**src/rtl/lcmu_pkg.sv**
```systemverilog
// ----------------------------------------------------------------------------
// lcmu_pkg
// Shared types and constants for the lighting color MAC unit.
// ----------------------------------------------------------------------------
`default_nettype none
package lcmu_pkg;

  typedef enum logic [3:0] {
    CMD_WRITE    = 4'd0,
    CMD_READ     = 4'd1,
    CMD_LIGHT    = 4'd2,
    CMD_CMATRIX  = 4'd3,
    CMD_MODULATE = 4'd4,
    CMD_FARCOLOR = 4'd5,
    CMD_SHIFT    = 4'd6,
    CMD_PUSH     = 4'd7,
    CMD_INTERP   = 4'd8
  } cmd_e;

  localparam int unsigned RI_LM   = 0;
  localparam int unsigned RI_CM   = 9;
  localparam int unsigned RI_BK   = 18;
  localparam int unsigned RI_FC   = 21;
  localparam int unsigned RI_V0   = 24;
  localparam int unsigned RI_IR0  = 27;
  localparam int unsigned RI_IR   = 28;
  localparam int unsigned RI_MAC  = 31;
  localparam int unsigned RI_RGB  = 34;
  localparam int unsigned RI_QUEUE = 35;

  localparam logic signed [63:0] MacHi = 64'sh0000_07FF_FFFF_FFFF;
  localparam logic signed [63:0] MacLo = -64'sh0000_0800_0000_0000;

  // one decoded transaction as it sits in the queue
  typedef struct packed {
    logic [3:0]  command;
    logic [5:0]  reg_index;
    logic [31:0] write_data;
    logic        shift_select;
    logic        low_limit;
  } item_t;

  // result transaction
  typedef struct packed {
    logic [31:0] read_data;
    logic [31:0] flag_word;
  } res_t;

endpackage
`default_nettype wire

```
**src/rtl/lcmu_queue.sv**
```systemverilog
// ----------------------------------------------------------------------------
// lcmu_queue
// Two-entry queue between the front and back parts.
// ----------------------------------------------------------------------------
`default_nettype none
module lcmu_queue (
  input  wire                 clk_i,
  input  wire                 rst_ni,
  input  wire                 push_i,
  input  wire lcmu_pkg::item_t wdata_i,
  output logic                full_o,
  input  wire                 pop_i,
  output logic                empty_o,
  output lcmu_pkg::item_t     rdata_o
);
  import lcmu_pkg::*;

  item_t     mem_q [2];
  logic      wptr_q, rptr_q;
  logic [1:0] cnt_q;

  assign full_o  = cnt_q == 2'd2;
  assign empty_o = cnt_q == 2'd0;
  assign rdata_o = mem_q[rptr_q];

  // store entries
  always_ff @(posedge clk_i) begin
    if (push_i) mem_q[wptr_q] <= wdata_i;
  end

  // advance pointers
  always_ff @(posedge clk_i or negedge rst_ni) begin
    if (!rst_ni) begin
      wptr_q <= 1'b0;
      rptr_q <= 1'b0;
      cnt_q  <= 2'd0;
    end else begin
      if (push_i) wptr_q <= ~wptr_q;
      if (pop_i) rptr_q <= ~rptr_q;
      cnt_q <= cnt_q + {1'b0, push_i} - {1'b0, pop_i};
    end
  end
endmodule
`default_nettype wire

```
**config.mk**
```make
export PLATFORM = sky130hd
export DESIGN_NAME = lcmu_queue
export DESIGN_NICKNAME = d
export VERILOG_FILES = /design/src/rtl/lcmu_pkg.sv /design/src/rtl/lcmu_queue.sv
export SDC_FILE = /design/constraint.sdc
export NUM_CORES = 1
export LEC_CHECK = 0
export BUFFER_PORTS_ARGS = -buffer_cell sky130_fd_sc_hd__buf_2
export CAP_MARGIN = 40
export CORE_MARGIN = 3
export CORE_UTILIZATION = 54
export CTS_BUF_LIST = sky130_fd_sc_hd__clkbuf_8
export DETAILED_ROUTE_END_ITERATION = 10
export PLACE_DENSITY = 0.81
export SLEW_MARGIN = 20
export SYNTH_ARGS = -nofsm -noshare
export SYNTH_HDL_FRONTEND = slang
export SYNTH_SLANG_ARGS = --single-unit
```
**constraint.sdc**
```tcl
create_clock -name clk_i -period 3.14 [get_ports clk_i]
set_input_delay 0.628 -clock clk_i [delete_from_list [all_inputs] [get_ports clk_i]]
set_output_delay 0.628 -clock clk_i [all_outputs]
set_load 0.01 [all_outputs]
```
Word level (Yosys, flattened, before mapping)
Memory sizes are Yosys's and may differ from the RTL's.
Cells that the tools add are included.
{"block": "totals", "reg_bits": 4, "latch_bits": 0, "ramBits": 88, "rom_bits": 0, "in_bits": 48, "output_inout_bits": 46, "wordCells": 12, "mem_count": 1}
{"block": "classes", "addsub": 2, "mul": 0, "div": 0, "n_lt_le_gt_ge": 0, "n_eq_ne": 1, "n_shift": 0, "mux": 2, "bitwise": 2, "n_reduce_logical": 1}
{"name": "mem_q", "depth": 2, "word_bits": 44, "rd": 1, "rd_ports_with_merged_regs": 0, "wr": 1, "line_no": "lcmu_queue.sv:18", "source": "item_t mem_q [2];"}
{"cell": "2-bit by 1-bit adder with 2-bit output", "n": 1}
{"cell": "2-bit equality test (second input constant)", "n": 1}
{"cell": "2-bit logical NOT", "n": 1}
{"cell": "1-bit two-way mux", "n": 2}
{"cell": "1-bit NOT", "n": 2}
{"cell": "2-bit by 1-bit subtractor with 2-bit output", "n": 1}

Depth between registers and ports, before layout
Gate-level depths: netlist of the first run.
{"block": "depth", "word_depth": 2, "depth_mapped": 5, "mapped_depth_nobuf": 5}

Worst setup path after synthesis of the first run
Ideal clock, no wire load.
{"block": "synth_path", "kind": "input to register", "startpoint": "input port push_i", "endpoint": "memory mem_q[0][0] in the netlist's numbering, enable pin", "arrival_ns": 2.588, "required_ns": 2.689, "slack_ns": 0.101, "cell_stages": 1, "n_path_buf": 0, "path_cell_list": "nor2b_1"}
{"block": "synth_between", "elab_chain_len": 2}
{"element": "start, declared", "line_no": "lcmu_queue.sv:9", "source": "input wire push_i,"}
{"element": "1-bit two-way mux", "line_no": "lcmu_queue.sv:28", "source": "if (push_i) mem_q[wptr_q] <= wdata_i;"}
{"element": "1-bit two-way mux (not written as such)", "line_no": "lcmu_queue.sv:28"}
{"element": "end, declared", "line_no": "lcmu_queue.sv:18"}
No other way between the ends.

==> flow_summary_export.csv, run 1 <==
group,metric,value,unit
grt,grt_overflow,0,
logic_synthesis,ys.flop_type,"edfxtp_1",
worst_setup_path,critPathMaxFanout,27,
layout,design_area,4320,um2
layout,fill_cells,422,
logic_synthesis,synth_top_area_share,74.0,%
pwr,power.density,873,nW/um2
timing,setup_tns,0,ps
clock_network,cts_buffers,9,
layout,final-seq-area,2740,um2
worst_setup_path,crit_path_max_incr_delay,410,ps
worst_setup_path,crit_start,"rptr_q$_DFFE_PN0P_",
routing,drt-wirelength-per-cell,15.7,um
worst_setup_path,worstSetupPathType,"reg2out",
placement,dpl-instance-area,4100,um2
worst_setup_path,crit_buf_inv,2,
pwr,ir_worst_vdd,592,uV
worst_setup_path,crit_chain,"buf_4 -> mux2_2 -> buf_2",
clock_network,tritoncts,"done",
status,outcome,"finished clean",
grt,grt_pass1_vias,1684,
timing,worstMarginPinSlew,688,ps
layout,instances_no_fill,338,
timing,fin_ws,867,ps
worst_setup_path,r2r_setup_slack,1540,ps
routing,ant_nets,0,
grt,track_usage,15.2,%
clock_network,cts_hold_buffers,0,
clock_network,cts_resized,0,
logic_synthesis,syn_nets,202,
clock_network,cts_setup_buffers,0,
routing,routed_via_density,4.88,
layout,drive_above_1_share,60.9,%
grt,antenna_found_initial,0,
clock_network,clk_pin_slew_worst_paths,80,ps
clock_network,cts_buffer_depth,2,
routing,drt_iter0_drc,117,
worst_setup_path,critPathLaunchType,"register",
placement,place_congestion,0.701,
die,die_w,87.3,um
logic_synthesis,synth_common_cells,"edfxtp_1, mux2_4, mux2_2, buf_12, dfrtp_1",
die,fp.dieH,87.3,um
logic_synthesis,synth_most_common_cell,"edfxtp_1",
clock_network,cts_max_level,3,
grt,grt_max_degree,28,
worst_setup_path,crit_path_end_kind,"output port",
logic_synthesis,yosysTopAreaCell,"edfxtp_1",
layout,multi_input_area,739,um2
grt,grt_pass1_wl,8310,um
logic_synthesis,synthTopCellsByArea,"edfxtp_1, mux2_4, dfrtp_1, buf_12, mux2_2",
placement,placed_cells,322,
placement,pre_cts_ws,1170,ps
timing,hold_viol,0,
routing,num_vias,1650,
layout,syn2layout_area_growth,20.9,%
logic_synthesis,ys_seq_area_share,76.8,%
logic_synthesis,synth_seq_cells,92,
timing,layout_min_cycle_time,2270,ps
pwr,p_leak,1.78,nW
logic_synthesis,synth-edff-count,88,
layout,insertedDiodeCount,0,
timing,slew_viol_final,0,
placement,portBuffers,93,
timing,skew,7.41,ps
die,placementRows,29,
logic_synthesis,syn_avg_cell_area,23.5,um2
timing,fmax,440,MHz
worst_hold_path,hp-class,"in2async",
clock_network,clock_sinks,92,
logic_synthesis,yosys_warnings,0,
worst_setup_path,slowest_stage,"buf_4",
die,start_util,55.9,%
timing,fin_crit_sh,72.4,%
die,ioPinCount,94,
routing,wl,5310,um
clock_network,cts_root_buffer,"clkbuf_8",
clock_network,clk_latency,350,ps
die,fp.coreArea,6390,um2
logic_synthesis,syn-cell-area,3570,um2
placement,dp_hpwl,3720,um
worst_setup_path,cpLargestDelayFamily,"buffers and inverters",
timing,maxSlewHeadroom,54.1,%
routing,post-route-drc-count,0,
worst_setup_path,arrival,1640,ps
logic_synthesis,synthArstFlopShare,4.35,%
run,cap_violations,0,
routing,first_pass_iters,4,
logic_synthesis,netlist_instances,152,
worst_setup_path,critical_path_required,2510,ps
die,die-area,7630,um2
layout,final_nets,306,
timing,final-setup-viol-count,0,
timing,rsz0062_at_grt,"false",
worst_setup_path,r2r-start,"wptr_q$_DFFE_PN0P_",
logic_synthesis,synth_cell_type_count,13,
## worst register-to-register path, cell delays in order, from the launching register on
cell and delay [ps]:
dfrtp_1 430, and2_2 560, buf_4 320
## cells by family after synthesis
| kind of cell | Yosys count | synth area share (%) |
|---|---|---|
| multiplexers | 44 | 18.0 |
| XOR/XNOR | 3 | 1.16 |
| buffers and inverters | 7 | 2.77 |
| flip-flops | 92 | 76.8 |
| AND/OR/NAND/NOR | 4 | 0.630 |
| adder cells (fa/ha/maj) | 2 | 0.700 |
## worst paths after layout
check                                         endpoint  cells past startpoint
worst max-delay path                        rdata_o[0]                      3
worst min-delay path                wptr_q$_DFFE_PN0P_                      1
worst max register to register   mem_q[1][5]$_DFFE_PP_                      2
worst min register to register      wptr_q$_DFFE_PN0P_                      1
max in group asynchronous           rptr_q$_DFFE_PN0P_                      1
min in group clk_i              mem_q[1][23]$_DFFE_PP_                      1
## cells in the final DEF, fill, tap and decap left out
cell type	n
buf_2	93
edfxtp_1	88
mux2_4	39
clkbuf_8	9
mux2_2	5
buf_4	4
inv_1	3
dfrtp_1	3
xor2_1	2
ha_1	2
bufinv_16	2
clkinvlp_4	2
xor3_1	1
and2_2	1
nor2_1	1
nor2b_1	1
nor2b_4	1
inv_6	1
clkinv_1	1
buf_12	1
dfrtp_2	1
## through the flow
| stage | total power, mW | utilization (%) | hold WS, ps |
|---|---|---|---|
| final | 3.77 | 67.6 | 80.7 |
| after global routing | 3.99 | 67.6 | 44.2 |
| after CTS | 3.83 | 67.6 | 62.5 |
| after detailed placement | 3.00 | 64.2 | 444 |
| after global placement | 2.97 | 64.2 | 439 |
| after floorplan | 2.69 | - | 332 |
## where the power goes
part	leakage (nW)	internal [mW]	switching, mW	total (mW)
clock network	0.105	0.445	0.382	0.827
registers	0.872	1.63	0.0701	1.70
logic	0.801	0.654	0.586	1.24
total	1.78	2.73	1.04	3.77
## metal layers
metal,global-route usage (%),up-vias,wire length (um)
li1,-,801,-
met1,18.2,783,2120
met2,24.0,62,2720
met3,6.53,4,439
met4,6.69,0,34
met5,0,-,0
## final cells by class
| class | count | area share (%) |
|---|---|---|
| sequential | 92 | 63.5 |
| clock inverter | 7 | 2.12 |
| tap | 77 | 2.23 |
| timing repair buffer | 98 | 11.9 |
| clock buffer | 9 | 2.87 |
| multi-input combinational | 53 | 17.1 |
| inverter | 2 | 0.174 |
## flip-flops by register name, indices dropped and copies added, names as in the netlist
name	flops
cnt_q	2
rptr_q	1
wptr_q	1
mem_q	88
Power figures use the tool's default switching activity.
==> inputs of run 2 (changes only) <==
ABC_AREA = 1   (was unset)
PLACE_DENSITY = 0.82   (was 0.81)
clock period = 2.3 ns   (was 3.14 ns; I/O delays follow)
==> run 2 against run 1 <==
Cell count increased by 28%. Non-clock buffer count decreased by 1. Routed wire length increased by 11%. Clock power increased by 50%. First-iteration DRC count decreased by 21%. Die area decreased by 2.0%. Sequential share of layout area increased by 0.28 points. Register-to-register slack got worse by 650 ps. Synthesized cell count increased by 68%. Total power increased by 36%. Sequential power increased by 36%. Highest routed layer unchanged.
==> flow_summary_export.csv, run 2 <==
group,metric,value,unit
clock_network,cts_max_level,3,
die,die_w,86.4,um
layout,final_common_cell,"buf_2",
routing,wl,5880,um
pwr,internal_power,3.52,mW
worst_setup_path,crit_buf_inv,2,
layout,final_nets,403,
worst_setup_path,arrival,1440,ps
grt,grt_pass1_wl,9470,um
placement,dp_hpwl,3990,um
placement,portBuffers,93,
worst_setup_path,critical_path_required,1840,ps
routing,drt_iter0_drc,93,
die,fp.dieH,86.4,um
die,die-area,7470,um2
worst_hold_path,hold_depth,1,
routing,first_pass_iters,4,
worst_setup_path,cpLargestDelayFamily,"flip-flops",
die,start_util,57.3,%
logic_synthesis,syn_nets,305,
timing,maxSlewHeadroom,70.4,%
pwr,pwr-share-seq,45.2,%
routing,drt-wirelength-per-cell,13.6,um
logic_synthesis,netlist_instances,255,
logic_synthesis,synth_most_common_cell,"edfxtp_1",
routing,ant_nets,0,
timing,slew_viol_final,0,
clock_network,clock_sinks,92,
clock_network,tritoncts,"done",
logic_synthesis,synth_cell_type_count,14,
die,ioPinCount,94,
pwr,ir_worst_vdd,662,uV
clock_network,cts_buffer_depth,2,
placement,placed_cells,416,
grt,grt_pass1_vias,2078,
layout,syn2layout_area_growth,23.0,%
clock_network,clk_pin_slew_worst_paths,90,ps
logic_synthesis,ys.flop_type,"edfxtp_1",
layout,top_register,"mem_q",
logic_synthesis,syn-cell-area,3490,um2
logic_synthesis,synth_top_area_share,75.6,%
timing,hold_viol,0,
logic_synthesis,syn_avg_cell_area,13.7,um2
routing,post-route-drc-count,0,
layout,largest_reg_flops,88,
layout,insertedDiodeCount,0,
timing,layout_min_cycle_time,1900,ps
layout,instances_no_fill,433,
clock_network,cts_resized,0,
grt,grt_max_degree,90,
worst_setup_path,worstSetupPathType,"reg2out",
worst_setup_path,r2r_setup_slack,890,ps
run,cap_violations,0,
status,outcome,"finished clean",
worst_setup_path,crit_chain,"buf_12 -> o21ai_0 -> buf_2",
timing,rsz0062_at_grt,"false",
worst_setup_path,crit_path_max_incr_delay,420,ps
grt,grt_overflow,0,
logic_synthesis,synth_seq_cells,92,
logic_synthesis,yosys_warnings,0,
logic_synthesis,synthTopCellsByArea,"edfxtp_1, inv_1, nand2_1, o21ai_0, dfrtp_1",
die,placementRows,28,
timing,fmax,525,MHz
worst_setup_path,r2r-start,"wptr_q$_DFFE_PN0P_",
pwr,p_leak,1.88,nW
logic_synthesis,yosysTopAreaCell,"edfxtp_1",
clock_network,cts_buffers,9,
logic_synthesis,synth_common_cells,"edfxtp_1, inv_1, nand2_1, o21ai_0",
pwr,power.density,1190,nW/um2
worst_hold_path,holdPathEnd,"mem_q[1][24]$_DFFE_PP_",
timing,final-setup-viol-count,0,
worst_hold_path,min-delay-start,"wdata_i[24]",
logic_synthesis,synth-edff-count,88,
timing,setup_tns,0,ps
worst_setup_path,critPathMaxFanout,89,
logic_synthesis,synthArstFlopShare,4.35,%
layout,drive_above_1_share,33.2,%
worst_hold_path,hp-class,"in2reg",
worst_setup_path,reg2reg_depth,2,
timing,fin_crit_sh,82.8,%
pwr,power_frac_comb,30.7,%
pwr,p_sw_share,31.5,%
worst_setup_path,slowest_stage,"dfrtp_2",
grt,antenna_found_initial,0,
worst_setup_path,critPathLaunchType,"register",
layout,layout_common_cells,"buf_2, edfxtp_1, inv_1, nand2_1, o21ai_0",
clock_network,cts_root_buffer,"clkbuf_8",
pwr,power.share.clock,24.1,%
routing,routed_via_density,4.82,
timing,hold_ws,305,ps
worst_setup_path,crit_path_end_kind,"output port",
die,fp.coreArea,6100,um2
routing,num_vias,2088,
timing,worstMarginPinSlew,443,ps
pwr,p_total,5.13,mW
clock_network,clk_latency,340,ps
timing,skew,10.5,ps
pwr,p_sw,1.62,mW
worst_setup_path,timing.rr.end,"mem_q[0][27]$_DFFE_PP_",
placement,place_congestion,0.749,
grt,track_usage,16.9,%
layout,reg.largest.list,"mem_q: 88 flops, cnt_q: 2 flops",
logic_synthesis,ys_seq_area_share,78.5,%
-- run 2: changes by cell type in the layout (fill, tap and decap cells not counted), sizes merged, moves of 2 or more --
cell	delta
nor2b	-2
inv	+48
o21ai	+44
mux2	-44
nand2	+50
buf	-2
nor2	+2
-- run 2: final cells by class --
type / instances / area (um2)
Tap cell: 75 / 93.8
Fill cell: 447 / 1800
Clock buffer: 9 / 124
Multi-Input combinational cell: 102 / 497
Sequential cell: 92 / 2740
Timing Repair Buffer: 97 / 536
Inverter: 51 / 191
Clock inverter: 7 / 114
-- run 2: power groups by stage --
stage / Clock, mW / Sequential [mW] / Combinational [mW]
after global placement: 0 / 2.34 / 1.56
after global routing: 1.35 / 2.35 / 1.77
after detailed placement: 0 / 2.36 / 1.60
after floorplan: 0 / 2.34 / 1.00
after CTS: 1.26 / 2.32 / 1.61
final: 1.24 / 2.32 / 1.58
-- run 2: per-layer routing --
| metal | vias up | track usage [%] | share of wire, % |
|---|---|---|---|
| met5 | - | 0 | 0 |
| met4 | 0 | 8.22 | 2.1 |
| met3 | 10 | 3.61 | 4.7 |
| met2 | 60 | 29.1 | 52 |
| met1 | 970 | 20.1 | 41 |
| li1 | 1048 | - | - |
-- run 2: worst max-delay path by stage --
| stage | from | endpoint | depth (start not counted) | slack (ps) |
|---|---|---|---|---|
| after detailed placement | push_i | mem_q[0][13]$_DFFE_PP_ | 4 | 680 |
| after CTS | rptr_q$_DFFE_PN0P_ | rdata_o[35] | 4 | 410 |
| after global placement | push_i | mem_q[0][15]$_DFFE_PP_ | 4 | 690 |
| final | rptr_q$_DFFE_PN0P_ | rdata_o[5] | 3 | 400 |
| after global routing | rptr_q$_DFFE_PN0P_ | rdata_o[35] | 4 | 270 |
| after floorplan | push_i | mem_q[0][0]$_DFFE_PP_ | 2 | 260 |
-- run 2: cells by family (layout without fill, tap and decap cells) --
family / count (synthesis) / after routing / share of synthesized area [%]
DFF: 92 / 92 / 78.5
xor gates and xnor gates: 2 / 2 / 0.501
buffers and inverters: 61 / 164 / 7.52
adders and majority gates: 2 / 2 / 0.716
AOI/OAI and AO/OA: 44 / 44 / 6.95
and+or+nand+nor: 54 / 54 / 5.84
-- run 2: repair_timing --
| action | 4_1_cts | 5_1_grt |
|---|---|---|
| buffers inserted | 0 | 0 |
| endpoints found under the hold margin | 4 | 0 |
| hold buffers | 1 | 0 |
-- run 2: worst reg2reg max path, stage by stage, from the launching register on --
cell     delay [ps]
dfrtp_1         440
nor2_4          400
buf_12          270
-- run 2: metrics by stage --
step	area [um2]	worst slack [ps]	utilization [%]
final	4300	396	70.5
after global routing	4300	272	70.5
after CTS	4300	407	70.5
after detailed placement	4050	679	66.5
after global placement	4050	694	66.5
after floorplan	3500	260	-
==> inputs of run 3 (changes only) <==
clock period = 1.9 ns   (was 2.3 ns; I/O delays follow)
==> run 3 against run 2 <==
Sequential share of layout area grew 1.2 points. Critical path type unchanged. Non-clock buffer count grew 1. Total power rose by 13%. Highest routed layer unchanged. Die area is the same. Largest cell class unchanged. Worst hold slack got worse by 86 ps.
==> flow_summary_export.csv, run 3 (synthesis gave the netlist of run 2 again) <==
group,metric,value,unit
clock_network,cts_setup_buffers,0,
routing,num_vias,2014,
layout,instances_no_fill,434,
routing,post-route-drc-count,0,
run,cap_violations,0,
timing,final-setup-viol-count,0,
worst_setup_path,critPathMaxFanout,89,
worst_hold_path,hp-class,"in2reg",
clock_network,clk_latency,340,ps
worst_setup_path,crit_chain,"buf_12 -> o21ai_0 -> buf_2",
layout,syn2layout_area_growth,20.8,%
clock_network,cts_buffer_depth,2,
routing,routed_via_density,4.64,
clock_network,cts_max_level,3,
timing,hold_viol,0,
clock_network,tritoncts,"done",
pwr,power.density,1370,nW/um2
layout,reg.largest.list,"mem_q: 88 flops, cnt_q: 2 flops",
layout,final_nets,404,
die,die-area,7470,um2
die,placementRows,28,
pwr,p_leak,1.84,nW
timing,skew,10.8,ps
layout,drive_above_1_share,33.7,%
pwr,internal_power,3.85,mW
layout,top_register,"mem_q",
pwr,p_sw_share,33.6,%
placement,pre_cts_ws,436,ps
placement,placed_cells,417,
routing,drt-wirelength-per-cell,13.0,um
timing,setup_tns,0,ps
timing,fmax,552,MHz
clock_network,cts_resized,0,
clock_network,cts_buffers,9,
timing,fin_crit_sh,95.4,%
grt,grt_max_degree,90,
worst_setup_path,slowest_stage,"dfrtp_2",
routing,wl,5650,um
grt,grt_pass1_vias,2051,
timing,rsz0062_at_grt,"true",
layout,layout_common_cells,"buf_2, edfxtp_1, inv_1, nand2_1, o21ai_0",
layout,insertedDiodeCount,0,
worst_setup_path,critical_path_required,1520,ps
die,die_w,86.4,um
grt,grt_overflow,0,
timing,maxSlewHeadroom,77.5,%
die,ioPinCount,94,
pwr,p_sw,1.95,mW
pwr,power_frac_comb,32.5,%
routing,drt_iter0_drc,93,
status,outcome,"finished clean",
routing,first_pass_iters,4,
timing,fin_ws,87.7,ps
grt,track_usage,16.6,%
clock_network,clk_pin_slew_worst_paths,90,ps
worst_setup_path,critPathLaunchType,"register",
timing,hold_ws,219,ps
timing,slew_viol_final,0,
worst_setup_path,arrival,1430,ps
die,fp.coreArea,6100,um2
die,start_util,57.3,%
pwr,ir_worst_vdd,968,uV
placement,place_congestion,0.666,
grt,antenna_found_initial,0,
die,fp.dieH,86.4,um
timing,layout_min_cycle_time,1810,ps
clock_network,clock_sinks,92,
layout,largest_reg_flops,88,
worst_setup_path,crit_buf_inv,2,
worst_setup_path,cpLargestDelayFamily,"flip-flops",
placement,dp_hpwl,3910,um
clock_network,cts_root_buffer,"clkbuf_8",
worst_setup_path,crit_path_end_kind,"output port",
worst_setup_path,crit_path_max_incr_delay,420,ps
layout,final_common_cell,"buf_2",
grt,grt_pass1_wl,9270,um
pwr,power.share.clock,19.0,%
placement,portBuffers,93,
layout,fill_cells,447,
worst_setup_path,worstSetupPathType,"reg2out",
routing,ant_nets,0,
timing,worstMarginPinSlew,337,ps
pwr,pwr-share-seq,48.5,%
-- run 3: worst paths after layout --
path                                         start                      to  slack, ps  cells after the start
worst max-delay path            rptr_q$_DFFE_PN0P_             rdata_o[11]         90                      3
worst min-delay path                    wdata_i[6]   mem_q[0][6]$_DFFE_PP_        220                      1
worst max register to register  wptr_q$_DFFE_PN0P_  mem_q[0][20]$_DFFE_PP_        700                      2
worst min register to register  wptr_q$_DFFE_PN0P_      wptr_q$_DFFE_PN0P_        570                      1
max in group asynchronous                   rst_ni      rptr_q$_DFFE_PN0P_       1400                      2
min in group asynchronous                   rst_ni      cnt_q[1]$_DFF_PN0_        360                      2
-- run 3: power groups by stage --
stage               combinational, mW  sequential (mW)  clock [mW]
global placement                 1.87             2.84           0
CTS                              1.93             2.81        1.13
finish                           1.89             2.81        1.10
detailed placement               1.93             2.86           0
floorplan                        1.21             2.83           0
global route                     2.13             2.85        1.22
-- run 3: metrics by stage --
stage	util, %	area, um2	total power [mW]
after floorplan	-	3500	4.05
after global placement	66.4	4050	4.71
after detailed placement	66.4	4050	4.79
after CTS	69.3	4220	5.87
after global routing	69.3	4220	6.19
final	69.3	4220	5.79
-- run 3: timing repair --
item                                    in CTS  in global routing
hold buffers                                 1                  0
endpoints found under the setup margin       0                  1
endpoints found under the hold margin        4                  0
-- run 3: final cells by class --
class,instances,area (um2),area share [%]
repair buffers,98,531,12.6
clock buffers,9,124,2.93
flip-flops and latches,92,2740,65.0
multi-input cells,102,497,11.8
well taps,75,93.8,2.22
inverters,51,191,4.53
clock inverters,7,42.5,1.01
-- run 3: worst register-to-register path: stages, from the launching register on --
cell	delay (ps)
dfrtp_1	440
nor2_4	130
buf_4	300
-- run 3: per-layer routing --
layer / vias up / track usage (%) / wire length (um)
li1: 1047 / - / -
met1: 899 / 18.0 / 2180
met2: 55 / 29.7 / 3020
met3: 13 / 3.52 / 296
met4: 0 / 9.49 / 151
met5: - / 0 / 0
