<file path="config.mk">
export PLATFORM = sky130hd
export DESIGN_NAME = lcmu_back_flat
export DESIGN_NICKNAME = d
export VERILOG_FILES = /design/src/rtl/lcmu_pkg.sv /design/src/rtl/lcmu_if.sv /design/src/rtl/lcmu_back.sv /design/src/flat_wrapper.sv
export SDC_FILE = /design/constraint.sdc
export NUM_CORES = 1
export LEC_CHECK = 0
export BUFFER_PORTS_ARGS = -buffer_cell sky130_fd_sc_hd__buf_2
export CAP_MARGIN = 0
export CORE_AREA = 2 2 39 41
export DETAILED_ROUTE_END_ITERATION = 7
export DIE_AREA = 0 0 41 43
export PLACE_DENSITY = 0.57
export REMOVE_ABC_BUFFERS = 1
export SLEW_MARGIN = 0
export SYNTH_ARGS = -nofsm -noshare
export SYNTH_HDL_FRONTEND = slang
export SYNTH_SLANG_ARGS = --single-unit
export TNS_END_PERCENT = 10
</file>
<file path="constraint.sdc">
create_clock -name clk_i -period 1.25 [get_ports clk_i]
set_clock_uncertainty 0.05 [all_clocks]
set_input_delay 0.1875 -clock clk_i [delete_from_list [all_inputs] [get_ports clk_i]]
set_output_delay 0.1875 -clock clk_i [all_outputs]
set_load 0.01 [all_outputs]
</file>
<file path="src/rtl/lcmu_pkg.sv">
// ----------------------------------------------------------------------------
// lcmu_pkg
// Shared types and constants for the lighting color MAC unit.
// ----------------------------------------------------------------------------
`default_nettype none
package lcmu_pkg;

  typedef enum logic [3:0] {
    CMD_WRITE    = 4'd0,
    CMD_READ     = 4'd1,
    CMD_LIGHT    = 4'd2,
    CMD_CMATRIX  = 4'd3,
    CMD_MODULATE = 4'd4,
    CMD_FARCOLOR = 4'd5,
    CMD_SHIFT    = 4'd6,
    CMD_PUSH     = 4'd7,
    CMD_INTERP   = 4'd8
  } cmd_e;

  localparam int unsigned RI_LM   = 0;
  localparam int unsigned RI_CM   = 9;
  localparam int unsigned RI_BK   = 18;
  localparam int unsigned RI_FC   = 21;
  localparam int unsigned RI_V0   = 24;
  localparam int unsigned RI_IR0  = 27;
  localparam int unsigned RI_IR   = 28;
  localparam int unsigned RI_MAC  = 31;
  localparam int unsigned RI_RGB  = 34;
  localparam int unsigned RI_QUEUE = 35;

  localparam logic signed [63:0] MacHi = 64'sh0000_07FF_FFFF_FFFF;
  localparam logic signed [63:0] MacLo = -64'sh0000_0800_0000_0000;

  // one decoded transaction as it sits in the queue
  typedef struct packed {
    logic [3:0]  command;
    logic [5:0]  reg_index;
    logic [31:0] write_data;
    logic        shift_select;
    logic        low_limit;
  } item_t;

  // result transaction
  typedef struct packed {
    logic [31:0] read_data;
    logic [31:0] flag_word;
  } res_t;

endpackage
`default_nettype wire

</file>
<file path="src/rtl/lcmu_if.sv">
// ----------------------------------------------------------------------------
// lcmu_if
// Valid/ready channel carrying one payload of type T.
// ----------------------------------------------------------------------------
`default_nettype none
interface lcmu_if #(
  parameter type T = logic
);
  logic valid;
  logic ready;
  T     data;

  modport source (output valid, output data, input ready);
  modport sink   (input valid, input data, output ready);
endinterface
`default_nettype wire

</file>
<file path="src/rtl/lcmu_back.sv">
// ----------------------------------------------------------------------------
// lcmu_back
// Register file and lighting datapath: three MAC lanes, one pass per item,
// result held in an output register.
// ----------------------------------------------------------------------------
`default_nettype none
module lcmu_back #(
  parameter int unsigned COLOR_QUEUE_DEPTH = 3
) (
  input  wire                 clk_i,
  input  wire                 rst_ni,
  input  wire                 empty_i,
  input  wire lcmu_pkg::item_t item_i,
  output logic                pop_o,
  lcmu_if.source              out_if
);
  import lcmu_pkg::*;

  localparam int unsigned RiFlags = RI_QUEUE + COLOR_QUEUE_DEPTH;

  logic [15:0] lm_q [9];
  logic [15:0] cm_q [9];
  logic [31:0] bk_q [3];
  logic [31:0] fc_q [3];
  logic [15:0] v0_q [3];
  logic [15:0] ir0_q;
  logic [15:0] ir_q [3];
  logic [31:0] mac_q [3];
  logic [31:0] rgb_q;
  logic [31:0] cq_q [COLOR_QUEUE_DEPTH];
  logic [31:0] flags_q;

  logic        ovalid_q;
  res_t        res_q;

  logic        go;
  logic [31:0] rd;
  logic [31:0] flags_d;
  logic [15:0] ir_d [3];
  logic [31:0] mac_d [3];
  logic        ir_we, push_we;
  logic [31:0] entry;
  int unsigned idx;

  assign go = ~empty_i & (~ovalid_q | out_if.ready);
  assign pop_o = go;
  assign idx = 32'(item_i.reg_index);
  assign out_if.valid = ovalid_q;
  assign out_if.data  = res_q;

  function automatic logic signed [63:0] sx16(input logic [15:0] v);
    return 64'($signed(v));
  endfunction
  function automatic logic signed [63:0] sx32(input logic [31:0] v);
    return 64'($signed(v));
  endfunction
  function automatic logic signed [63:0] sar(input logic signed [63:0] v, input logic s);
    return s ? (v >>> 12) : v;
  endfunction

  // register read mux
  always_comb begin
    rd = '0;
    if (idx < 9) rd = 32'(sx16(lm_q[idx[3:0]]));
    else if (idx < 18) rd = 32'(sx16(cm_q[4'(idx - RI_CM)]));
    else if (idx < 21) rd = bk_q[2'(idx - RI_BK)];
    else if (idx < 24) rd = fc_q[2'(idx - RI_FC)];
    else if (idx < 27) rd = 32'(sx16(v0_q[2'(idx - RI_V0)]));
    else if (idx == RI_IR0) rd = 32'(sx16(ir0_q));
    else if (idx < 31) rd = 32'(sx16(ir_q[2'(idx - RI_IR)]));
    else if (idx < 34) rd = mac_q[2'(idx - RI_MAC)];
    else if (idx == RI_RGB) rd = rgb_q;
    else if (idx < RiFlags) begin
      for (int k = 0; k < COLOR_QUEUE_DEPTH; k++)
        if (idx - RI_QUEUE == k) rd = cq_q[k];
    end else if (idx == RiFlags) rd = flags_q;
  end

  // three MAC lanes
  always_comb begin
    logic signed [63:0] acc, lo, v, m, irv, ir0v, c;
    logic [7:0] col;
    flags_d = flags_q;
    ir_we = 1'b0;
    push_we = 1'b0;
    entry = {rgb_q[31:24], 24'd0};
    ir0v = sx16(ir0_q);
    lo = item_i.low_limit ? 64'sd0 : -64'sd32768;
    for (int r = 0; r < 3; r++) begin
      ir_d[r] = ir_q[r];
      mac_d[r] = mac_q[r];
      m = sx32(mac_q[r]);
      irv = sx16(ir_q[r]);
      acc = '0;
      v = '0;
      c = '0;
      col = '0;
      unique case (item_i.command)
        CMD_LIGHT, CMD_CMATRIX: begin
          if (item_i.command == CMD_LIGHT) begin
            acc = sx16(lm_q[3*r]) * sx16(v0_q[0]) + sx16(lm_q[3*r+1]) * sx16(v0_q[1]);
          end else begin
            acc = sx32(bk_q[r]) * 64'sd4096 + sx16(cm_q[3*r]) * sx16(ir_q[0]);
            if (acc > MacHi) flags_d[31-r-1] = 1'b1;
            else if (acc < MacLo) flags_d[28-r-1] = 1'b1;
            acc = acc + sx16(cm_q[3*r+1]) * sx16(ir_q[1]);
          end
          if (acc > MacHi) flags_d[31-r-1] = 1'b1;
          else if (acc < MacLo) flags_d[28-r-1] = 1'b1;
          if (item_i.command == CMD_LIGHT)
            acc = acc + sx16(lm_q[3*r+2]) * sx16(v0_q[2]);
          else
            acc = acc + sx16(cm_q[3*r+2]) * sx16(ir_q[2]);
          if (acc > MacHi) flags_d[31-r-1] = 1'b1;
          else if (acc < MacLo) flags_d[28-r-1] = 1'b1;
          acc = sar(acc, item_i.shift_select);
          v = acc;
          ir_we = 1'b1;
          mac_d[r] = acc[31:0];
        end
        CMD_MODULATE: begin
          acc = $signed({56'd0, rgb_q[8*r +: 8]}) * irv * 64'sd16;
          if (acc > MacHi) flags_d[31-r-1] = 1'b1;
          else if (acc < MacLo) flags_d[28-r-1] = 1'b1;
          mac_d[r] = acc[31:0];
        end
        CMD_FARCOLOR: begin
          acc = m + (sx32(fc_q[r]) - m) * ir0v;
          if (acc > MacHi) flags_d[31-r-1] = 1'b1;
          else if (acc < MacLo) flags_d[28-r-1] = 1'b1;
          mac_d[r] = acc[31:0];
        end
        CMD_SHIFT: begin
          acc = sar(m, item_i.shift_select);
          mac_d[r] = acc[31:0];
        end
        CMD_PUSH: begin
          c = m >>> 4;
          if (c > 64'sd255) begin
            col = 8'hFF;
            flags_d[22-r-1] = 1'b1;
          end else if (c < 64'sd0) begin
            col = 8'h00;
            flags_d[22-r-1] = 1'b1;
          end else begin
            col = c[7:0];
          end
          entry[8*r +: 8] = col;
          v = m;
          ir_we = 1'b1;
          push_we = 1'b1;
        end
        CMD_INTERP: begin
          acc = irv * ir0v + m;
          if (acc > MacHi) flags_d[31-r-1] = 1'b1;
          else if (acc < MacLo) flags_d[28-r-1] = 1'b1;
          acc = sar(acc, item_i.shift_select);
          mac_d[r] = acc[31:0];
        end
        default: ;
      endcase
      // saturate IR
      if (ir_we) begin
        if (v > 64'sd32767) begin
          ir_d[r] = 16'h7FFF;
          flags_d[25-r-1] = 1'b1;
        end else if (v < lo) begin
          ir_d[r] = lo[15:0];
          flags_d[25-r-1] = 1'b1;
        end else begin
          ir_d[r] = v[15:0];
        end
      end
    end
    // route register writes to IR and MAC through the lane next values
    if (item_i.command == CMD_WRITE) begin
      if (idx >= RI_IR && idx < RI_MAC) ir_d[2'(idx - RI_IR)] = item_i.write_data[15:0];
      else if (idx >= RI_MAC && idx < RI_RGB) mac_d[2'(idx - RI_MAC)] = item_i.write_data;
    end
    if (item_i.command == CMD_WRITE && idx == RiFlags) flags_d = item_i.write_data;
  end

  // update registers
  always_ff @(posedge clk_i or negedge rst_ni) begin
    if (!rst_ni) begin
      for (int k = 0; k < 9; k++) begin
        lm_q[k] <= '0;
        cm_q[k] <= '0;
      end
      for (int k = 0; k < 3; k++) begin
        bk_q[k] <= '0;
        fc_q[k] <= '0;
        v0_q[k] <= '0;
        ir_q[k] <= '0;
        mac_q[k] <= '0;
      end
      for (int k = 0; k < COLOR_QUEUE_DEPTH; k++) cq_q[k] <= '0;
      ir0_q <= '0;
      rgb_q <= '0;
      flags_q <= '0;
      ovalid_q <= 1'b0;
      res_q <= '0;
    end else begin
      if (out_if.ready) ovalid_q <= 1'b0;
      if (go) begin
        ovalid_q <= 1'b1;
        res_q.read_data <= (item_i.command == CMD_READ) ? rd : 32'd0;
        res_q.flag_word <= flags_d;
        flags_q <= flags_d;
        for (int k = 0; k < 3; k++) begin
          ir_q[k] <= ir_d[k];
          mac_q[k] <= mac_d[k];
        end
        if (push_we) begin
          for (int k = 0; k + 1 < COLOR_QUEUE_DEPTH; k++) cq_q[k] <= cq_q[k+1];
          cq_q[COLOR_QUEUE_DEPTH-1] <= entry;
        end
        if (item_i.command == CMD_WRITE) begin
          if (idx < 9) lm_q[idx[3:0]] <= item_i.write_data[15:0];
          else if (idx < 18) cm_q[4'(idx - RI_CM)] <= item_i.write_data[15:0];
          else if (idx < 21) bk_q[2'(idx - RI_BK)] <= item_i.write_data;
          else if (idx < 24) fc_q[2'(idx - RI_FC)] <= item_i.write_data;
          else if (idx < 27) v0_q[2'(idx - RI_V0)] <= item_i.write_data[15:0];
          else if (idx == RI_IR0) ir0_q <= item_i.write_data[15:0];
          else if (idx == RI_RGB) rgb_q <= item_i.write_data;
          else if (idx > RI_RGB && idx < RiFlags) begin
            for (int k = 0; k < COLOR_QUEUE_DEPTH; k++)
              if (idx - RI_QUEUE == k) cq_q[k] <= item_i.write_data;
          end
        end
      end
    end
  end
endmodule
`default_nettype wire

</file>
<file path="src/flat_wrapper.sv">
// flat-port wrapper written by rule: the top's interface ports become plain ports
module lcmu_back_flat import lcmu_pkg::*;
#(
  parameter int unsigned COLOR_QUEUE_DEPTH = 3
)
  (clk_i, rst_ni, empty_i, item_i, pop_o, out_if_valid, out_if_data, out_if_ready);
  lcmu_if out_if_i ();
  input  wire clk_i;
  input  wire rst_ni;
  input  wire empty_i;
  input  wire lcmu_pkg::item_t item_i;
  output logic pop_o;
  output wire logic [$bits(out_if_i.valid)-1:0] out_if_valid;
  output wire logic [$bits(out_if_i.data)-1:0] out_if_data;
  input wire logic [$bits(out_if_i.ready)-1:0] out_if_ready;
  assign out_if_valid = out_if_i.valid;
  assign out_if_data = out_if_i.data;
  assign out_if_i.ready = out_if_ready;
  lcmu_back #(.COLOR_QUEUE_DEPTH(COLOR_QUEUE_DEPTH)) u_core (.clk_i(clk_i), .rst_ni(rst_ni), .empty_i(empty_i), .item_i(item_i), .pop_o(pop_o), .out_if(out_if_i));
endmodule
</file>
# Yosys cells after proc, flatten, opt, wreduce, memory -nomap -nowiden
# Index checks and enable logic that the tools add are counted.
# word_totals
elab_cells	13
inputBits	48
ff_bits	2
out_inout_bits	3
# op_classes
n_bitwise	4
mux	2
eq_ne	1
n_reduce_logical	4
# op_table
op	count
6-bit == test (second input constant)	1
4-bit logical NOT	1
1-bit two-way mux	2
1-bit inverter	2
2-bit AND reduction	1
2-bit nonzero test	1
1-bit bitwise AND	1
1-bit logical AND	1
1-bit bitwise OR	1

# Logic depth before layout (Yosys ltp)
# Gate-level depths: netlist (run 1).
# depth
depth_word	4
ltp_mapped	4
mapped_depth_nobuf	4

# Worst setup path after synthesis (run 1)
# OpenSTA, ideal clock, no wires.
# synth_path
path_kind	reg2reg
start	register u_core.ovalid_q, in the netlist u_core.out_if.valid
end	register u_core.flags_q[0]
stages_incl_launch_ff	4
path_buffers	0
synth_period_minus_slack_ns	1.219
setup_time_ns	0.127
arrival_time_ns	1.041
t_required_ns	1.073
path_slack_ns	0.031
path_cell_list	dfrtp_1 > a21oi_2 > nand4_1 > mux2_1
# synth_via
elab_chain_len	4
# synth_rtl
element	line_no	text
from (decl)	lcmu_back.sv:33	logic ovalid_q;
from (signal assigned)	lcmu_back.sv:201	ovalid_q <= 1'b0;
from (signal assigned)	lcmu_back.sv:204	if (out_if.ready) ovalid_q <= 1'b0;
from (signal assigned)	lcmu_back.sv:206	ovalid_q <= 1'b1;
1-bit inverter	lcmu_back.sv:45	assign go = ~empty_i & (~ovalid_q | out_if.ready);
1-bit bitwise OR	lcmu_back.sv:45	
1-bit bitwise AND	lcmu_back.sv:45	
named net pop_o	flat_wrapper.sv:12	output logic pop_o;
2-bit AND reduction (no line)	--	
to (signal assigned)	lcmu_back.sv:209	flags_q <= flags_d;
to (decl)	lcmu_back.sv:31	logic [31:0] flags_q;
# The timed path passes the listed nets, and every way through them passes these cells.
# A chain may end at the register's enable or synchronous reset.

# Worst setup path after layout (run 1)
# layout_path
start	register u_core.ovalid_q, in the netlist u_core.out_if.valid
end	output pop_o
# layout_via
elab_chain_len	3
# layout_rtl
element	line_no
1-bit inverter	lcmu_back.sv:45
1-bit bitwise OR	lcmu_back.sv:45
1-bit bitwise AND	lcmu_back.sv:45
to (decl)	flat_wrapper.sv:12
# Every way passes these cells.

==> summary.md, run 1 <==
| Metric | Value |
|---|---|
| Outcome | complete, no violations |
| Storage cell area | 50.0 um2 |
| R2R cell count | 3 |
| Setup tns final | 0 ns |
| LEAKAGE | 0.140 nW |
| Setup crit start kind | flop |
| Commonest non-fill, non-tap cell in the layout | buf_2 |
| HP Class | in2reg |
| CP endpoint kind | primary output |
| Gate power share | 16.3% |
| Post-synthesis sequential area ratio | 42.6% |
| NetSw | 0.0000554 W |
| Final Util | 18.4% |
| Core Region | 1380 um2 |
| H-tree Lvls | 1 |
| Cells after Synth | 11 |
| Routed WL per cell | 8.56 um |
| Power density over the cells | 998 nW/um2 |
| Final Instance Area | 255 um2 |
| CP peak stage delay | 0.39 ns |
| DRT Wirelength | 411 um |
| Cell area after synthesis | 118 um2 |
| Clock power share | 56.2% |
| Number of setup buffers added after CTS | 0 |
| Unrepaired setup endpoints after global routing | false |
| Via count | 164 |
| Global Route met3 Usage | 0% |
| Worst endpoint required time | 1.01 ns |
| Slowest cell on the critical path | dfrtp_1 |
| Chip height | 43 um |
| First-pass GRT wire length | 621 um |
| Maximum vdd ir drop | 234 uV |
| Switch share | 21.8% |
| Worst-Margin Slew | 0.249 ns |
| Crit. path cell count | 2 |
| Sequential share of power | 27.5% |
| Clock sink total | 2 |
| WP data arrival | 0.93 ns |
| Tmin final | 1.16 ns |
| Final ANT Viol Nets | 0 |
| CP max FO | 3 |
| Initial core utilization | 8.50% |
| Layout net count | 82 |
| Met2 Usage GRT | 7.81% |
| Clk slew on worst S/H paths | 0.03 ns |
| All-Layer GR Usage | 6.31% |
| Multi-input gate area | 60.1 um2 |
| Mean post-synth cell area | 10.7 um2 |
| Port bufs | 17 |
| Number of inserted diodes | 0 |
| Num CTS Buffers | 3 |
| Drt pass-1 iters | 1 |
| Die X | 41 um |
| DRC viols | 0 |
| Hold Path Stages | 2 |
| Vias in the first global route | 189 |
| Area of placed instances | 223 um2 |
| GPL Wtd Cong | 0.608 |
| Initial DRC Count | 0 |
| Top delay family on crit path | flip-flops |
| Rows | 14 |
| TritonCTS clock tree | yes |
| Peak Freq | 859 MHz |
| IO Pins | 51 |
| Post-DR vias/cell | 3.42 |
| Root Driver | clkbuf_4 |
| GRT Residual Overflow | 0 |
| Pint | 0.000199 W |
| YS warnings | 0 |
| Hold slack | 0.115 ns |
| Met1 usage | 5.43% |
| Clk buf depth | 2 |
| Critical Path, Cell by Cell | a21oi_2, buf_2 |
| Layout area overhead | 117% |
| Most frequent cells in the layout | buf_2 (17), clkbuf_4 (3), inv_1 (2), dfrtp_1 (2) |
| Fill count | 154 |
| Worst-Skew Late Latency | 0.22 ns |
| MaxCap Viol Count | 0 |
| Busiest grt layer | met4 |
| Proportion of layout cells with a drive suffix above 1 | 68.8% |
| Antenna violations before repair | 0 |
| #FFs+latches synth | 2 |
| Yosys cell types | 9 |
| Largest net degree at the start of global routing | 4 |
| Crit Path Class | reg2out |
| Period utilization | 93.1% |
| Worst Path Buf+Inv | 1 |
| Endpoints failing hold | 0 |
| Final Setup Violations | 0 |
| Die Area | 1760 um2 |
| Slew Viols, Final | 0 |
| Worst slew margin | 83.2% |
metrics by stage:
| stage | setup slack [ns] | power, W | cells |
|---|---|---|---|
| 3_3_place_gp | 0.0119 | 0.000109 | 44 |
| 5_1_grt | 0.0230 | 0.000275 | 48 |
| 3_5_place_dp | 0.0158 | 0.000110 | 44 |
| 4_1_cts | 0.0611 | 0.000267 | 48 |
| 6_report | 0.0861 | 0.000255 | 48 |
| 2_1_floorplan | 0.0312 | 0.0000814 | 11 |
worst paths after layout:
check / startpoint / to / slack, ns
setup reg to reg: u_core.out_if.valid / u_core.flags_q[0] / 0.10
hold reg to reg: u_core.flags_q[0] / u_core.flags_q[0] / 0.43
setup / recovery: u_core.out_if.valid / pop_o / 0.09
min in group asynchronous: rst_ni / u_core.out_if.valid / 0.23
max in group asynchronous: rst_ni / u_core.flags_q[0] / 0.82
hold / removal: out_if_ready / u_core.out_if.valid / 0.11
final cells by class:
type	count	area share, %
clock buffer	3	8.82
timing repair buffer	18	37.3
inverter	2	2.94
multi-input combinational	7	23.5
sequential	2	19.6
tap	16	7.84
sequential cells by signal, summed over array words and instances, names as in the netlist:
name,cells
u_core.flags_q,1
u_core.out_if.valid,1
per-layer routing:
| metal | part of all wire [%] | vias up |
|---|---|---|
| li1 | - | 82 |
| met1 | 36 | 67 |
| met2 | 46 | 13 |
| met3 | 13 | 2 |
| met4 | 5.4 | 0 |
| met5 | 0 | - |
cell families after synthesis:
family | synth area share, %
DFF | 42.6
buffers and inverters | 6.39
AOI/OAI and AO/OA | 11.7
muxes | 9.57
and+or+nand+nor | 29.8
synthesized netlist by cell type:
| cell type | instances | share of area, % |
|---|---|---|
| mux2_1 | 1 | 9.6 |
| nor2b_1 | 1 | 5.3 |
| a21oi_2 | 1 | 7.4 |
| o21ai_0 | 1 | 4.3 |
| nor4bb_1 | 1 | 8.5 |
| inv_1 | 2 | 6.4 |
| dfrtp_1 | 2 | 43 |
| nand4_1 | 1 | 5.3 |
| nor4_2 | 1 | 11 |
power groups by stage:
stage               clock network (W)    logic, W  registers [W]
CTS                          0.000155   0.0000423      0.0000701
finish                       0.000143   0.0000415      0.0000700
global placement                    0   0.0000387      0.0000706
global route                 0.000158   0.0000468      0.0000704
detailed placement                  0   0.0000397      0.0000708
floorplan                           0  0.00000960      0.0000718
repair_timing:
item,4_1_cts,5_1_grt
gates resized for setup,0,0
endpoints found under the hold margin,2,0
hold buffers,1,0
(Power assumes the default switching activity.)
==> run 2: changes to the inputs <==
==> constraint.sdc (replaced) <==
create_clock -name clk_i -period 1.2 [get_ports clk_i]
set_clock_uncertainty 0.05 [all_clocks]
set_input_delay 0.18 -clock clk_i [delete_from_list [all_inputs] [get_ports clk_i]]
set_output_delay 0.18 -clock clk_i [all_outputs]
set_load 0.01 [all_outputs]
==> summary.md, run 2 (synthesized netlist as in run 1, its figures left out) <==
| Metric | Value |
|---|---|
| Initial core utilization | 8.50% (unchanged) |
| Most frequent cells in the layout | buf_2 (17), clkbuf_4 (3), inv_1 (2), dfrtp_1 (2) |
| Total power | 0.000265 W (+4.2%) |
| Post-DR vias/cell | 3.42 (unchanged) |
| Slew Viols, Final | 0 (unchanged) |
| Unrepaired setup endpoints after global routing | true |
| Worst setup margin | 0.0603 ns (-0.0258 ns) |
| Layout net count | 82 (unchanged) |
| Top delay family on crit path | flip-flops |
| Worst slew margin | 83.2% (unchanged) |
| Worst-Skew Late Latency | 0.22 ns (about the same) |
| CP max FO | 3 (unchanged) |
| Vias in the first global route | 189 (unchanged) |
| Via count | 164 (unchanged) |
| Setup crit start kind | flop |
| MaxCap Viol Count | 0 (unchanged) |
| Worst Path Buf+Inv | 1 (unchanged) |
| Maximum vdd ir drop | 243 uV (+4.1%) |
| Num CTS Buffers | 3 (unchanged) |
| Gates resized, CTS repair | 0 (unchanged) |
| Die Area | 1760 um2 (unchanged) |
| Drt pass-1 iters | 1 (unchanged) |
| IO Pins | 51 (unchanged) |
| Endpoints failing hold | 0 (unchanged) |
| Largest net degree at the start of global routing | 4 (unchanged) |
| LEAKAGE | 0.140 nW (about the same) |
| Final ANT Viol Nets | 0 (unchanged) |
| Outcome | complete, no violations |
| All-Layer GR Usage | 6.31% (unchanged) |
| Slowest cell on the critical path | dfrtp_1 |
| Root Driver | clkbuf_4 |
| Number of inserted diodes | 0 (unchanged) |
| Commonest non-fill, non-tap cell in the layout | buf_2 |
| Fill count | 154 (unchanged) |
| CP endpoint kind | primary output |
| GPL Wtd Cong | 0.608 (unchanged) |
| Clock sink total | 2 (unchanged) |
| DRT Wirelength | 411 um (unchanged) |
| Crit Path Class | reg2out |
| Layout area overhead | 117% (unchanged) |
| Peak Freq | 877 MHz |
| Initial DRC Count | 0 (unchanged) |
| Proportion of layout cells with a drive suffix above 1 | 68.8% (unchanged) |
| Tmin final | 1.14 ns |
| Period utilization | 95.0% |
| Port bufs | 17 (unchanged) |
| H-tree Lvls | 1 (unchanged) |
| Clk buf depth | 2 (unchanged) |
| Worst-Margin Slew | 0.249 ns (unchanged) |
| Power density over the cells | 1040 nW/um2 (+4.2%) |
| Worst endpoint required time | 0.97 ns (-0.04 ns) |
| Worst slack, placed | -0.0267 ns (-0.0425 ns) |
| Final Setup Violations | 0 (unchanged) |
| Antenna violations before repair | 0 (unchanged) |
| Routed WL per cell | 8.56 um (unchanged) |
| TritonCTS clock tree | yes |
| HP Class | in2reg |
| Critical Path, Cell by Cell | a21oi_2, buf_2 |
| CP peak stage delay | 0.39 ns (about the same) |
| Number of setup buffers added after CTS | 0 (unchanged) |
| DRC viols | 0 (unchanged) |
| Core Region | 1380 um2 (unchanged) |
| Chip height | 43 um (unchanged) |
| WP data arrival | 0.91 ns (-0.02 ns) |
| Clk slew on worst S/H paths | 0.03 ns (about the same) |
| Rows | 14 (unchanged) |
| First-pass GRT wire length | 621 um (unchanged) |
| Die X | 41 um (unchanged) |
| GRT Residual Overflow | 0 (unchanged) |
==> run 2: stage by stage <==
step	util, %	cells	TNS [ns]	hold WS, ns	area (um2)
floorplan	-	11	-0.0188	-0.166	118
global placement	16.1	44	-0.0306	-0.0855	223
detailed placement	16.1	44	-0.0267	-0.0824	223
CTS	18.4	48	0	0.0988	255
global route	18.4	48	-0.0165	0.111	255
finish	18.4	48	0	0.107	255
==> run 2: timing repair <==
action                                  4_1_cts  5_1_grt
endpoints found under the setup margin        0        2
hold buffers                                  1        0
hold endpoints to repair                      2        0
==> run 2: worst paths after layout <==
path | slack, ns | end | from | cells after the start
setup / recovery | 0.06 | pop_o | u_core.out_if.valid | 2
hold / removal | 0.11 | u_core.out_if.valid | out_if_ready | 2
setup reg to reg | 0.06 | u_core.flags_q[0] | u_core.out_if.valid | 3
hold reg to reg | 0.43 | u_core.flags_q[0] | u_core.flags_q[0] | 1
max in group asynchronous | 0.78 | u_core.flags_q[0] | rst_ni | 2
min in group asynchronous | 0.23 | u_core.out_if.valid | rst_ni | 2
==> run 2: area by class of cell <==
cell class	instances	area, um2	area share [%]
Timing Repair Buffer	18	95.1	37.3
Multi-Input combinational cell	7	60.1	23.5
Sequential cell	2	50.0	19.6
Clock buffer	3	22.5	8.82
Tap cell	16	20.0	7.84
Inverter	2	7.51	2.94
==> run 2: power breakdown <==
part / switching, W / internal, W / leakage, nW
registers: 0.00000218 / 0.0000706 / 0.0247
logic: 0.0000167 / 0.0000267 / 0.101
clock network: 0.0000389 / 0.000110 / 0.0138
==> run 2: metal layers <==
metal / global-route usage, % / vias up / part of all wire (%)
met5: 0 / - / 0
met4: 14.0 / 0 / 5.4
met1: 5.43 / 67 / 36
met3: 0 / 2 / 13
li1: - / 82 / -
met2: 7.81 / 13 / 46
==> run 3: changes to the inputs <==
--- a/config.mk
+++ b/config.mk
@@ -10,7 +10,7 @@
 export CORE_AREA = 2 2 39 41
 export DETAILED_ROUTE_END_ITERATION = 7
 export DIE_AREA = 0 0 41 43
-export PLACE_DENSITY = 0.57
+export PLACE_DENSITY = 0.63
 export REMOVE_ABC_BUFFERS = 1
 export SLEW_MARGIN = 0
 export SYNTH_ARGS = -nofsm -noshare
==> constraint.sdc (replaced) <==
create_clock -name clk_i -period 1.2 [get_ports clk_i]
set_clock_uncertainty 0.05 [all_clocks]
set_input_delay 0.06 -clock clk_i [delete_from_list [all_inputs] [get_ports clk_i]]
set_output_delay 0.06 -clock clk_i [all_outputs]
set_load 0.01 [all_outputs]
==> summary.md, run 3 (synthesized netlist as in run 1, its figures left out) <==
| Metric | Value |
|---|---|
| Outcome | complete, no violations |
| CP max FO | 3 (unchanged) |
| TritonCTS clock tree | yes |
| Slew Viols, Final | 0 (unchanged) |
| Number of inserted diodes | 0 (unchanged) |
| Total power | 0.000267 W (+0.51%) |
| Tmin final | 1.19 ns (+0.0496 ns) |
| DRT Wirelength | 393 um (-4.4%) |
| DRC viols | 0 (unchanged) |
| Maximum vdd ir drop | 180 uV (-26%) |
| CP endpoint kind | flop |
| Setup crit start kind | flop |
| Num CTS Buffers | 3 (unchanged) |
| Final Util | 20.0% (+1.5 points) |
| Worst Path Buf+Inv | 0 (-1) |
| Layout net count | 84 (+2.4%) |
| IO Pins | 51 (unchanged) |
| CP peak stage delay | 0.39 ns (about the same) |
| Fill count | 148 (-3.9%) |
| Via count | 176 (+7.3%) |
| Layout area overhead | 135% |
| H-tree Lvls | 1 (unchanged) |
| Most frequent cells in the layout | buf_2 (17), clkbuf_4 (3), inv_1 (2), dlygate4sd3_1 (2), dfrtp_1 (2) |
| GRT Residual Overflow | 0 (unchanged) |
| Initial core utilization | 8.50% (unchanged) |
| Proportion of layout cells with a drive suffix above 1 | 70.6% (+1.8 points) |
| Endpoints failing hold | 0 (unchanged) |
| Port bufs | 17 (unchanged) |
| Core Region | 1380 um2 (unchanged) |
| Vias in the first global route | 170 (-10%) |
| Clk slew on worst S/H paths | 0.03 ns (about the same) |
| Worst endpoint required time | 1.25 ns (+0.28 ns) |
| GPL Wtd Cong | 0.617 (+1.4%) |
| Chip height | 43 um (unchanged) |
| Unrepaired setup endpoints after global routing | true |
| Number of setup buffers added after CTS | 0 (unchanged) |
| Routed WL per cell | 7.86 um (-8.2%) |
| Root Driver | clkbuf_4 |
| Crit Path Class | reg2reg |
| Setup tns final | 0 ns (unchanged) |
| Largest net degree at the start of global routing | 4 (unchanged) |
| Worst-Margin Slew | 0.212 ns (-0.0369 ns) |
| Period utilization | 99.1% (+4.1 points) |
| Drt pass-1 iters | 1 (unchanged) |
| Multi-input gate area | 63.8 um2 (+6.2%) |
| HP Class | in2reg |
| Final Setup Violations | 0 (unchanged) |
| Worst-Skew Late Latency | 0.22 ns (about the same) |
| Storage cell area | 50.0 um2 (unchanged) |
| Commonest non-fill, non-tap cell in the layout | buf_2 |
| Worst slew margin | 85.7% (+2.5 points) |
| WP data arrival | 1.24 ns (+0.33 ns) |
| Post-DR vias/cell | 3.52 (+3.0%) |
| LEAKAGE | 0.152 nW (+8.6%) |
| Peak Freq | 841 MHz (-4.2%) |
| First-pass GRT wire length | 531 um (-14%) |
| MaxCap Viol Count | 0 (unchanged) |
| Critical Path, Cell by Cell | a21oi_2, nand4_1, mux2_4 |
| Rows | 14 (unchanged) |
| Clk buf depth | 2 (unchanged) |
| Die X | 41 um (unchanged) |
| Slowest cell on the critical path | dfrtp_1 |
| All-Layer GR Usage | 5.10% (-1.2 points) |
| Die Area | 1760 um2 (unchanged) |
| Power density over the cells | 965 nW/um2 (-7.2%) |
| Top delay family on crit path | flip-flops |
| Antenna violations before repair | 0 (unchanged) |
| Final ANT Viol Nets | 0 (unchanged) |
| Clock sink total | 2 (unchanged) |
| Initial DRC Count | 0 (unchanged) |
## run 3: path summary, 6_finish.rpt
path / startpoint / to / slack (ns) / cells past startpoint
max: u_core.out_if.valid / u_core.flags_q[0] / 0.01 / 3
min: empty_i / u_core.out_if.valid / 0.005 / 2
max reg2reg: u_core.out_if.valid / u_core.flags_q[0] / 0.01 / 3
min reg2reg: u_core.flags_q[0] / u_core.flags_q[0] / 0.45 / 1
max in group asynchronous: rst_ni / u_core.out_if.valid / 0.90 / 2
min in group asynchronous: rst_ni / u_core.flags_q[0] / 0.11 / 2
## run 3: area by class of cell
class / count / area share, %
well taps: 16 / 7.24
inverters: 2 / 2.71
clock buffers: 3 / 8.14
repair buffers: 20 / 40.7
flip-flops and latches: 2 / 18.1
multi-input cells: 7 / 23.1
## run 3: routing by layer
layer	GRT usage (%)	routed length (um)
met4	6.00	0
met1	5.08	175
met5	0	0
met2	6.25	155
met3	3.14	62
## run 3: power by group
group | leakage [nW] | switching [W] | internal, W | total (W)
Clock | 0.0138 | 0.0000341 | 0.000110 | 0.000144
Sequential | 0.0247 | 0.00000235 | 0.0000707 | 0.0000730
Combinational | 0.113 | 0.0000180 | 0.0000317 | 0.0000497
Total | 0.152 | 0.0000544 | 0.000212 | 0.000267
## run 3: repair_timing
item	4_1_cts	5_1_grt
hold endpoints to repair	3	0
hold buffers	2	0
pin swaps	2	2
endpoints found under the setup margin	1	1
gates resized for setup	0	1
## run 3: stage by stage
stage                     instance area [um2]  instances  hold WS, ns  setup slack, ns
after floorplan                           118         11       -0.286          -0.0188
after global placement                    230         45       -0.205          0.00386
after detailed placement                  230         45       -0.201         -0.00737
after CTS                                 273         50     0.000272          -0.0128
after global routing                      277         50       0.0185          -0.0575
final                                     277         50      0.00474           0.0107
